**src/rtl/crfifo_pkg.sv**
```systemverilog
// ----------------------------------------------------------------------------
// crfifo_pkg
// Codes and fixed widths shared by the closable ring FIFO.
// ----------------------------------------------------------------------------
package crfifo_pkg;

    // action field
    localparam int unsigned ACTION_W = 2;
    localparam logic [ACTION_W-1:0] ACT_SEND  = 2'd0;
    localparam logic [ACTION_W-1:0] ACT_RECV  = 2'd1;
    localparam logic [ACTION_W-1:0] ACT_CLOSE = 2'd2;

    // status field
    localparam int unsigned STATUS_W = 2;
    localparam logic [STATUS_W-1:0] ST_OK     = 2'd0;
    localparam logic [STATUS_W-1:0] ST_CLOSED = 2'd1;
    localparam logic [STATUS_W-1:0] ST_FULL   = 2'd2;
    localparam logic [STATUS_W-1:0] ST_EMPTY  = 2'd3;

    // capacity register
    localparam int unsigned CAP_W = 5;
    localparam logic [CAP_W-1:0] CAP_RESET = 5'd16;

    // APB register map
    localparam int unsigned APB_DATA_W = 32;
    localparam int unsigned APB_ADDR_W = 3;
    localparam logic REG_CAPACITY = 1'b0;   // word index, paddr[2]

endpackage

```
**src/rtl/closable_ring_fifo.sv**
```systemverilog
// ----------------------------------------------------------------------------
// closable_ring_fifo
// Bounded ring-buffer FIFO with a close flag and would-block status codes.
// ----------------------------------------------------------------------------
// Usage:
//   Input channel (s_*): one item per handshake, carrying an action (send,
//   receive, close) and a write word used only by a send.
//   Result channel (m_*): exactly one item per input item, in order: status,
//   read word (zero unless a receive succeeded) and fill level after the
//   action.
//   APB port: register 0 (byte address 0) is capacity, the number of ring
//   entries in use; zero acts as 1, values above DEPTH act as DEPTH. Write it
//   only while the block is idle.
// Timing:
//   An item is decided in its accept cycle against the indices, count and
//   closed flag; the storage read issued at that edge lands in a register,
//   and m_valid rises once the output register is free. One item per cycle
//   is sustained while m_ready is high; a receive right after a send of the
//   same entry sees the new word, since the write lands first.
// Reset (aresetn low, synchronous): queue empty and open, capacity 16,
//   no items in flight. Storage contents are not cleared.
// Stall: while m_ready is low the output holds; one more item can be taken
//   into the decision stage, after which s_ready drops.
// ----------------------------------------------------------------------------
module closable_ring_fifo #(
    parameter int unsigned DEPTH      = 16,
    parameter int unsigned DATA_WIDTH = 32
) (
    input  logic                                    aclk,
    input  logic                                    aresetn,
    // input channel
    input  logic                                    s_valid,
    output logic                                    s_ready,
    input  logic [crfifo_pkg::ACTION_W-1:0]         s_action,
    input  logic [DATA_WIDTH-1:0]                   s_write_data,
    // result channel
    output logic                                    m_valid,
    input  logic                                    m_ready,
    output logic [crfifo_pkg::STATUS_W-1:0]         m_status,
    output logic [DATA_WIDTH-1:0]                   m_read_data,
    output logic [$clog2(DEPTH+1)-1:0]              m_fill_level,
    // configuration
    input  logic                                    psel,
    input  logic                                    penable,
    input  logic                                    pwrite,
    input  logic [crfifo_pkg::APB_ADDR_W-1:0]       paddr,
    input  logic [crfifo_pkg::APB_DATA_W-1:0]       pwdata,
    output logic [crfifo_pkg::APB_DATA_W-1:0]       prdata,
    output logic                                    pready
);

    localparam int unsigned IDX_W = (DEPTH > 1) ? $clog2(DEPTH) : 1;
    localparam int unsigned CNT_W = $clog2(DEPTH + 1);
    localparam int unsigned CMP_W = (CNT_W > crfifo_pkg::CAP_W) ? CNT_W : crfifo_pkg::CAP_W;
    localparam logic [CMP_W-1:0] DEPTH_C = CMP_W'(DEPTH);
    localparam logic [CMP_W-1:0] ONE_C   = CMP_W'(1);

    // ------------------------------------------------------------------
    // Configuration
    // ------------------------------------------------------------------
    logic [crfifo_pkg::CAP_W-1:0] cap_reg;
    logic                         cfg_wr;

    assign pready = 1'b1;
    assign cfg_wr = psel && penable && pwrite && (paddr[2] == crfifo_pkg::REG_CAPACITY);

    always_ff @(posedge aclk) begin
        if (!aresetn) begin
            cap_reg <= crfifo_pkg::CAP_RESET;
        end else if (cfg_wr) begin
            cap_reg <= pwdata[crfifo_pkg::CAP_W-1:0];
        end
    end

    always_comb begin
        prdata = '0;
        if (paddr[2] == crfifo_pkg::REG_CAPACITY) begin
            prdata[crfifo_pkg::CAP_W-1:0] = cap_reg;
        end
    end

    // effective capacity: clamp to 1..DEPTH
    logic [CMP_W-1:0] cap_raw;
    logic [CMP_W-1:0] cap_eff;

    assign cap_raw = CMP_W'(cap_reg);

    always_comb begin
        cap_eff = cap_raw;
        if (cap_raw == '0) begin
            cap_eff = ONE_C;
        end else if (cap_raw > DEPTH_C) begin
            cap_eff = DEPTH_C;
        end
    end

    // ------------------------------------------------------------------
    // Control state
    // ------------------------------------------------------------------
    logic [IDX_W-1:0] rd_idx_reg, rd_idx_next;
    logic [IDX_W-1:0] wr_idx_reg, wr_idx_next;
    logic [CNT_W-1:0] count_reg, count_next;
    logic             closed_reg, closed_next;

    // decision stage
    logic                          p_valid_reg;
    logic [crfifo_pkg::STATUS_W-1:0] p_status_reg, p_status_next;
    logic                          p_hit_reg, p_hit_next;   // successful receive
    logic [CNT_W-1:0]              p_fill_reg;

    // output register
    logic                            m_valid_reg;
    logic [crfifo_pkg::STATUS_W-1:0] m_status_reg;
    logic [DATA_WIDTH-1:0]           m_data_reg;
    logic [CNT_W-1:0]                m_fill_reg;

    logic s_fire;
    logic p_move;
    logic mem_we;
    logic [DATA_WIDTH-1:0] mem_rd_reg;

    assign p_move  = p_valid_reg && (!m_valid_reg || m_ready);
    assign s_ready = !p_valid_reg || p_move;
    assign s_fire  = s_valid && s_ready;

    // wrap an index at the effective capacity
    function automatic logic [IDX_W-1:0] step_idx(input logic [IDX_W-1:0] idx,
                                                  input logic [CMP_W-1:0] cap);
        logic [CMP_W-1:0] n;
        n = CMP_W'(idx) + ONE_C;
        if (n >= cap) begin
            step_idx = '0;
        end else begin
            step_idx = n[IDX_W-1:0];
        end
    endfunction

    always_comb begin
        rd_idx_next   = rd_idx_reg;
        wr_idx_next   = wr_idx_reg;
        count_next    = count_reg;
        closed_next   = closed_reg;
        p_status_next = crfifo_pkg::ST_OK;
        p_hit_next    = 1'b0;
        mem_we        = 1'b0;
        case (s_action)
            crfifo_pkg::ACT_SEND: begin
                if (closed_reg) begin
                    p_status_next = crfifo_pkg::ST_CLOSED;
                end else if (CMP_W'(count_reg) >= cap_eff) begin
                    p_status_next = crfifo_pkg::ST_FULL;
                end else begin
                    mem_we      = 1'b1;
                    wr_idx_next = step_idx(wr_idx_reg, cap_eff);
                    count_next  = count_reg + CNT_W'(1);
                end
            end
            crfifo_pkg::ACT_RECV: begin
                if (count_reg == '0) begin
                    p_status_next = closed_reg ? crfifo_pkg::ST_CLOSED
                                               : crfifo_pkg::ST_EMPTY;
                end else begin
                    p_hit_next  = 1'b1;
                    rd_idx_next = step_idx(rd_idx_reg, cap_eff);
                    count_next  = count_reg - CNT_W'(1);
                end
            end
            crfifo_pkg::ACT_CLOSE: begin
                closed_next = 1'b1;
            end
            default: begin
                // unused code: no effect
            end
        endcase
    end

    // ------------------------------------------------------------------
    // Ring storage: one write and one registered read per cycle
    // ------------------------------------------------------------------
    logic [DATA_WIDTH-1:0] ring_mem [DEPTH];

    always_ff @(posedge aclk) begin
        if (s_fire && mem_we) begin
            ring_mem[wr_idx_reg] <= s_write_data;
        end
    end

    always_ff @(posedge aclk) begin
        if (s_fire) begin
            mem_rd_reg <= ring_mem[rd_idx_reg];
        end
    end

    // ------------------------------------------------------------------
    // Control and pipeline registers
    // ------------------------------------------------------------------
    always_ff @(posedge aclk) begin
        if (!aresetn) begin
            rd_idx_reg  <= '0;
            wr_idx_reg  <= '0;
            count_reg   <= '0;
            closed_reg  <= 1'b0;
            p_valid_reg <= 1'b0;
            m_valid_reg <= 1'b0;
        end else begin
            if (s_fire) begin
                rd_idx_reg <= rd_idx_next;
                wr_idx_reg <= wr_idx_next;
                count_reg  <= count_next;
                closed_reg <= closed_next;
            end
            if (s_fire) begin
                p_valid_reg <= 1'b1;
            end else if (p_move) begin
                p_valid_reg <= 1'b0;
            end
            if (p_move) begin
                m_valid_reg <= 1'b1;
            end else if (m_ready) begin
                m_valid_reg <= 1'b0;
            end
        end
    end

    always_ff @(posedge aclk) begin
        if (s_fire) begin
            p_status_reg <= p_status_next;
            p_hit_reg    <= p_hit_next;
            p_fill_reg   <= count_next;
        end
        if (p_move) begin
            m_status_reg <= p_status_reg;
            m_data_reg   <= p_hit_reg ? mem_rd_reg : '0;
            m_fill_reg   <= p_fill_reg;
        end
    end

    assign m_valid      = m_valid_reg;
    assign m_status     = m_status_reg;
    assign m_read_data  = m_data_reg;
    assign m_fill_level = m_fill_reg;

endmodule

```
**config.mk**
```make
export PLATFORM = sky130hd
export DESIGN_NAME = closable_ring_fifo
export DESIGN_NICKNAME = d
export VERILOG_FILES = /design/src/rtl/crfifo_pkg.sv /design/src/rtl/closable_ring_fifo.sv
export SDC_FILE = /design/constraint.sdc
export NUM_CORES = 1
export LEC_CHECK = 0
export BUFFER_PORTS_ARGS = -buffer_cell sky130_fd_sc_hd__buf_2
export CAP_MARGIN = 20
export CORE_ASPECT_RATIO = 1.1
export CORE_MARGIN = 8
export CORE_UTILIZATION = 57
export CTS_BUF_LIST = sky130_fd_sc_hd__clkbuf_4
export CTS_CLUSTER_DIAMETER = 100
export CTS_CLUSTER_SIZE = 30
export DETAILED_ROUTE_END_ITERATION = 7
export HOLD_SLACK_MARGIN = 0.1
export PLACE_DENSITY = 0.75
export SLEW_MARGIN = 30
export SYNTH_ARGS = -nofsm -noshare
export SYNTH_HDL_FRONTEND = slang
export SYNTH_SLANG_ARGS = --single-unit
```
**constraint.sdc**
```tcl
create_clock -name aclk -period 4.8 [get_ports aclk]
set_clock_uncertainty 0.2 [all_clocks]
set_input_delay 0.24 -clock aclk [delete_from_list [all_inputs] [get_ports aclk]]
set_output_delay 0.24 -clock aclk [all_outputs]
set_load 0.02 [all_outputs]
```
==> metrics.csv, run 1 <==
metric,value,unit
status,finished clean,
GRT Util Overall,0.193,
"setup slack, reg-to-reg",1100,ps
worst skew pair latency,890,ps
CP required,5160,ps
mean area per synthesized cell,21.9,µm²
crit-path cells,nor3_1 -> nor2_1 -> nor2_1 -> ha_1 -> nor2b_1 -> o211ai_1 -> a211oi_2 -> buf_4 -> and3_2 -> buf_4,
Hold Path Cell Cnt,2,
initial antenna violation count,2,
CP endpoint kind,flip-flop,
routed vias/inst,5.99,
Synth area leaders,"edfxtp_1 (75%), mux4_2 (15%), dfxtp_1 (1.8%)",
reg2reg start,cap_raw[1],
I/O pin count,150,
Post-Syn Area,23800,µm²
Worst Path Arrival,4060,ps
Crit Path Class,reg -> reg,
synthesized flop and latch total,612,
"FFs w/ async S/R, synth",0,
Congestion Overflow GR,0,
DRT antenna net count,0,
First-pass DRT Iterations,5,
P_leak,8.45,nW
Root Driver,clkbuf_4,
height of the chip,230,µm
setup slack after layout,1100,ps
core box area,41300,µm²
Clock Path Buffers,3,
crit path max-delay cell type,and3_2,
Worst-Margin Slew,852,ps
CTS Hold Buffers Added,104,
Hold Path End,ring_mem[4][22],
ys flop type,edfxtp_1,
port bufs,92,
crit-path max cell delay,740,ps
clock sink total,612,
routability cong.,0.804,
post-route cell area,26300,µm²
post-layout net count,1392,
Starting Density,0.577,
hold path start,s_write_data[22],
post-layout power,8.16,mW
WL/cell,25.0,µm
Residual DRC,0,
Peak VDD IR,0.000263,V
share of cells above drive strength 1,0.267,
top post-synthesis cells by count,"edfxtp_1 (591), mux4_2 (160), and2_1 (36)",
PwrDens,310,nW/µm²
Syn Inst Count,1088,
Final Hold Viols,0,
Final Cycle Share,0.772,
worst path bufs/invs,2,
H-Tree Depth,1,
dpl ws,1220,ps
most frequent cell after synthesis,edfxtp_1,
Crit Path Max Fanout,23,
Final Setup Violations,0,
Clock transition at path regs,290,ps
max frequency,270,MHz
first-pass GRT wire length,71500,µm
min Tclk post-route,3700,ps
largest net degree at the start of global routing,57,
Setup TNS,0,ps
Num CTS Buffers,24,
top cell family by delay on the critical path,simple AND/OR/NAND/NOR gates,
post-synth cell types,53,
CTS tree,done,
Ys Warns,0,
DR iter-0 viols,1015,
DRT Wirelength,46700,µm
setup bufs post-CTS,0,
vias in the first global route,11700,
max cap viols,0,
final max-slew violation count,0,
Row Count,78,
crit start category,flip-flop,
Die W,211,µm
top cell type's share of synthesized area,0.745,
post-cts sizing count,0,
Slew HR,0.432,
reg2reg path depth,10,
Post-DP HPWL,27200,µm
cell depth of the worst setup path,10,
"area leader, netlist",edfxtp_1,
Post-synth EDFFs,591,
sequential area share after synthesis,0.763,
DP Area,25000,µm²
Layout Area Growth over Synthesis,10.6,%
unrepaired setup endpoints after global routing,false,
Hold Path Class,in -> reg,
vias post-DR,11200,
r2r endpoint,ring_mem[4][11],
Total Die Area,48600,µm²
max reg flops,512,
-- logic make-up after synthesis --
group                    synth area share
XOR/XNOR                          0.00184
AND/OR/NAND/NOR                    0.0320
AO/OA/AOI/OAI                      0.0154
adder cells (fa/ha/maj)            0.0116
other                            0.000315
buffers and inverters              0.0216
flip-flops                          0.763
multiplexers                        0.154
-- final cells by class --
type	count	area, µm²
flip-flops and latches	612	18200
fillers	2710	14900
multi-input cells	415	5260
repair buffers	230	1840
well taps	560	701
clock buffers	35	263
clock inverters	2	50.0
inverters	11	41.3
diodes	2	5.00
-- stage by stage --
stage | cells | util | hold WS, ps
floorplan | 1114 | - | 139
global placement | 1724 | 0.605 | 202
detailed placement | 1724 | 0.605 | 205
CTS | 1865 | 0.638 | 101
global route | 1867 | 0.638 | 105
finish | 1867 | 0.638 | 157
-- power breakdown --
part           switching, mW  leakage, nW  internal (mW)
registers             0.0249         5.55           5.91
clock network           1.39        0.185          0.392
logic                  0.254         2.71          0.189
total                   1.67         8.45           6.49
-- routing by layer --
layer | vias up | wire length (µm) | track usage
met1 | 5915 | 19200 | 0.263
li1 | 4835 | - | -
met4 | 0 | 801 | 0.0438
met5 | - | 0 | 0
met2 | 375 | 24200 | 0.335
met3 | 55 | 2470 | 0.0217
-- cells in the final DEF, fill, tap and decap left out, drive strengths merged, types with 5 or more instances in the layout --
cell type	netlist	final
nand2	27	27
nor2	18	18
nor3	6	6
and2	36	36
mux2i	7	7
o21ai	10	10
and3	19	19
nor2b	11	11
conb	2	28
nand2b	7	7
ha	22	22
mux4	160	160
dlygate4sd3	0	104
edfxtp	591	591
a21oi	13	13
nand3	5	5
buf	51	126
dfxtp	21	21
inv	11	12
clkbuf	25	35
-- how the worst max path moves through the flow --
stage	start	end
global route	cap_raw[1]	ring_mem[4][11]
finish	cap_raw[1]	ring_mem[4][11]
global placement	cap_raw[1]	ring_mem[5][5]
floorplan	cap_raw[1]	ring_mem[3][0]
CTS	cap_raw[1]	ring_mem[4][10]
detailed placement	cap_raw[1]	ring_mem[4][5]
Power figures use the tool's default switching activity.
==> run 2: changes to the inputs <==
--- a/config.mk
+++ b/config.mk
@@ -5,6 +5,7 @@
 export SDC_FILE = /design/constraint.sdc
 export NUM_CORES = 1
 export LEC_CHECK = 0
+export ABC_AREA = 1
 export BUFFER_PORTS_ARGS = -buffer_cell sky130_fd_sc_hd__buf_2
 export CAP_MARGIN = 20
 export CORE_ASPECT_RATIO = 1.1
@@ -15,7 +16,7 @@
 export CTS_CLUSTER_SIZE = 30
 export DETAILED_ROUTE_END_ITERATION = 7
 export HOLD_SLACK_MARGIN = 0.1
-export PLACE_DENSITY = 0.75
+export PLACE_DENSITY = 0.74
 export SLEW_MARGIN = 30
 export SYNTH_ARGS = -nofsm -noshare
 export SYNTH_HDL_FRONTEND = slang
==> constraint.sdc (replaced) <==
create_clock -name aclk -period 3.35 [get_ports aclk]
set_clock_uncertainty 0.2 [all_clocks]
set_input_delay 0.1675 -clock aclk [delete_from_list [all_inputs] [get_ports aclk]]
set_output_delay 0.1675 -clock aclk [all_outputs]
set_load 0.02 [all_outputs]
==> run 2 against run 1 <==
Hold slack better by 57 ps; total power up 48%; global-route usage up 2.6 points; critical endpoint is now closed_reg; clock-buffer cell count up 7; area after synthesis up 3.0%.
==> metrics.csv, run 2 <==
metric,value,unit,change
Final Non-Filler Cells,2461,,was 1867
most frequent cells in the layout,"edfxtp_1 (591), nor2_1 (203), o21ai_0 (136), nand2_1 (123), dlygate4sd3_1 (106)",,"was edfxtp_1 (591), mux4_2 (160), dlygate4sd3_1 (104), buf_2 (92), and2_1 (36)"
P_leak,9.05,nW,was 8.45 nW
Slew HR,0.496,,was 0.432
WL/cell,22.4,µm,was 25.0 µm
Worst Path Arrival,3850,ps,was 4060 ps
Num CTS Buffers,24,,unchanged
min Tclk post-route,3250,ps,
CP endpoint kind,flip-flop,,unchanged
synthesized flop and latch total,612,,unchanged
Final Cycle Share,0.971,,
metal3 WL,3630,µm,was 2470 µm
DP Area,25800,µm²,was 25000 µm²
dpl ws,249,ps,was 1220 ps
clock sink total,612,,unchanged
PwrDens,444,nW/µm²,was 310 nW/µm²
Row Count,79,,was 78
fill count,2995,,was 2710
"most common cell after layout, fill and taps aside",edfxtp_1,,unchanged
GRT Util Overall,0.219,,was 0.193
DRT antenna net count,0,,unchanged
Crit Path Class,in -> reg,,was reg -> reg
max reg flops,512,,unchanged
Peak VDD IR,0.000507,V,was 0.000263 V
CP required,3950,ps,was 5160 ps
unrepaired setup endpoints after global routing,true,,was false
routed vias/inst,5.93,,was 5.99
Ys Warns,0,,unchanged
Hold Path Class,in -> reg,,unchanged
register area,18200,µm²,about the same
Syn Inst Count,1704,,was 1088
First-pass DRT Iterations,5,,unchanged
Crit Path Max Fanout,45,,was 23
hold slack,214,ps,was 157 ps
largest net degree at the start of global routing,162,,was 57
Clock transition at path regs,310,ps,was 290 ps
height of the chip,234,µm,was 230 µm
post-route cell area,27200,µm²,was 26300 µm²
Layout Area Growth over Synthesis,11.1,%,was 10.6%
Setup TNS,0,ps,unchanged
Total Die Area,49900,µm²,was 48600 µm²
Starting Density,0.579,,was 0.577
port bufs,92,,unchanged
Congestion Overflow GR,0,,unchanged
vias in the first global route,14400,,was 11700
ys flop type,edfxtp_1,,unchanged
post-layout net count,1971,,was 1392
H-Tree Depth,1,,unchanged
"area leader, netlist",edfxtp_1,,unchanged
share of cells above drive strength 1,0.113,,was 0.267
routability cong.,0.871,,was 0.804
vias post-DR,14600,,was 11200
final max-slew violation count,0,,unchanged
post-layout power,12.1,mW,was 8.16 mW
max cap viols,0,,unchanged
most frequent cell after synthesis,edfxtp_1,,unchanged
worst skew pair latency,880,ps,was 890 ps
max layer used,met5,,was met4
I/O pin count,150,,unchanged
DRT Wirelength,55000,µm,was 46700 µm
Post-synth EDFFs,591,,unchanged
Final Hold Viols,0,,unchanged
Synth area leaders,"edfxtp_1 (72%), mux2i_1 (4.2%), o221ai_1 (3.7%)",,"was edfxtp_1 (75%), mux4_2 (15%), dfxtp_1 (1.8%)"
first-pass GRT wire length,84000,µm,was 71500 µm
crit start category,input port,,was flip-flop
max frequency,307,MHz,
WL met2,27700,µm,was 24200 µm
dpl cells,2308,,was 1724
Worst-Margin Slew,754,ps,was 852 ps
top post-synthesis cells by count,"edfxtp_1 (591), nor2_1 (219), o21ai_0 (136)",,"was edfxtp_1 (591), mux4_2 (160), and2_1 (36)"
Residual DRC,0,,unchanged
multi-input logic area,5530,µm²,was 5260 µm²
status,finished clean,,unchanged
top cell type's share of synthesized area,0.723,,was 0.745
setup bufs post-CTS,0,,unchanged
Root Driver,clkbuf_4,,unchanged
"FFs w/ async S/R, synth",0,,unchanged
post-synth cell types,37,,was 53
setup slack after layout,97.3,ps,was 1100 ps
CTS tree,done,,unchanged
Die W,214,µm,was 211 µm
core box area,42400,µm²,was 41300 µm²
Clock Path Buffers,3,,unchanged
Post-DP HPWL,31100,µm,was 27200 µm
Final Setup Violations,0,,unchanged
Final Util,0.643,,was 0.638
Post-Syn Area,24500,µm²,was 23800 µm²
sequential area share after synthesis,0.741,,was 0.763
initial antenna violation count,4,,was 2
DR iter-0 viols,1719,,was 1015
mean area per synthesized cell,14.4,µm²,was 21.9 µm²
WL met1,22500,µm,was 19200 µm
run 2: cell types whose count changed after synthesis, moves of 18 or more:
cell | previous run | this run
and2_1 | 36 | 0
and3_1 | 19 | 1
clkbuf_1 | 25 | 56
inv_1 | 11 | 77
mux2i_1 | 7 | 102
mux4_2 | 160 | 0
nand2_1 | 27 | 123
nand3_1 | 5 | 57
nor2_1 | 18 | 219
o211ai_1 | 1 | 25
o21ai_0 | 10 | 136
o221ai_1 | 1 | 103
o32ai_1 | 2 | 24
run 2: cell type report:
class                           count  area share
Inverter                           82      0.0114
Clock buffer                       42      0.0116
Antenna cell                        3    0.000275
Timing Repair Buffer              244      0.0798
Clock inverter                      2    0.000918
Multi-Input combinational cell    909       0.203
Tap cell                          567      0.0260
Sequential cell                   612       0.667
run 2: kinds of logic after synthesis:
kind of cell               after synthesis  share of synthesized area
adders and majority gates               22                     0.0112
AOI/OAI and AO/OA                      325                     0.0887
xor gates and xnor gates                 7                    0.00250
and+or+nand+nor                        425                     0.0713
muxes                                  102                     0.0416
buffers and inverters                  209                     0.0438
other                                    2                   0.000306
DFF                                    612                      0.741
run 2: layer usage:
metal / GRT usage / vias to the layer above
met4: 0.0577 / 2
li1: - / 6675
met3: 0.0273 / 71
met5: 0 / -
met2: 0.378 / 552
met1: 0.292 / 7305
run 2: power by group:
| group | switching (mW) | total [mW] | internal [mW] |
|---|---|---|---|
| sequential | 0.0508 | 8.56 | 8.50 |
| combinational | 0.617 | 0.938 | 0.321 |
| clock | 2.05 | 2.62 | 0.570 |
| total | 2.71 | 12.1 | 9.40 |
run 2: repair_timing:
item,in CTS,in global routing
hold buffers,106,0
setup endpoints to repair,0,152
gates resized for setup,0,4
endpoints found under the hold margin,617,0
run 2: final timing paths:
kind                 start              end  slack (ps)  cells past startpoint
max                m_ready       closed_reg         100                     12
max reg2reg     cap_raw[3]   ring_mem[9][6]         150                     15
min                penable       cap_raw[0]         210                      7
min reg2reg  p_fill_reg[1]  m_fill_level[1]         260                      0
run 2: worst max-delay path, cell delays in order:
cell	delay (ps)
dlygate4sd3_1	520
buf_2	90
dlygate4sd3_1	540
inv_1	90
nand3_1	150
nand2_2	220
inv_2	150
clkbuf_8	430
nand3_1	150
dlygate4sd3_1	600
a21oi_1	130
dlygate4sd3_1	570
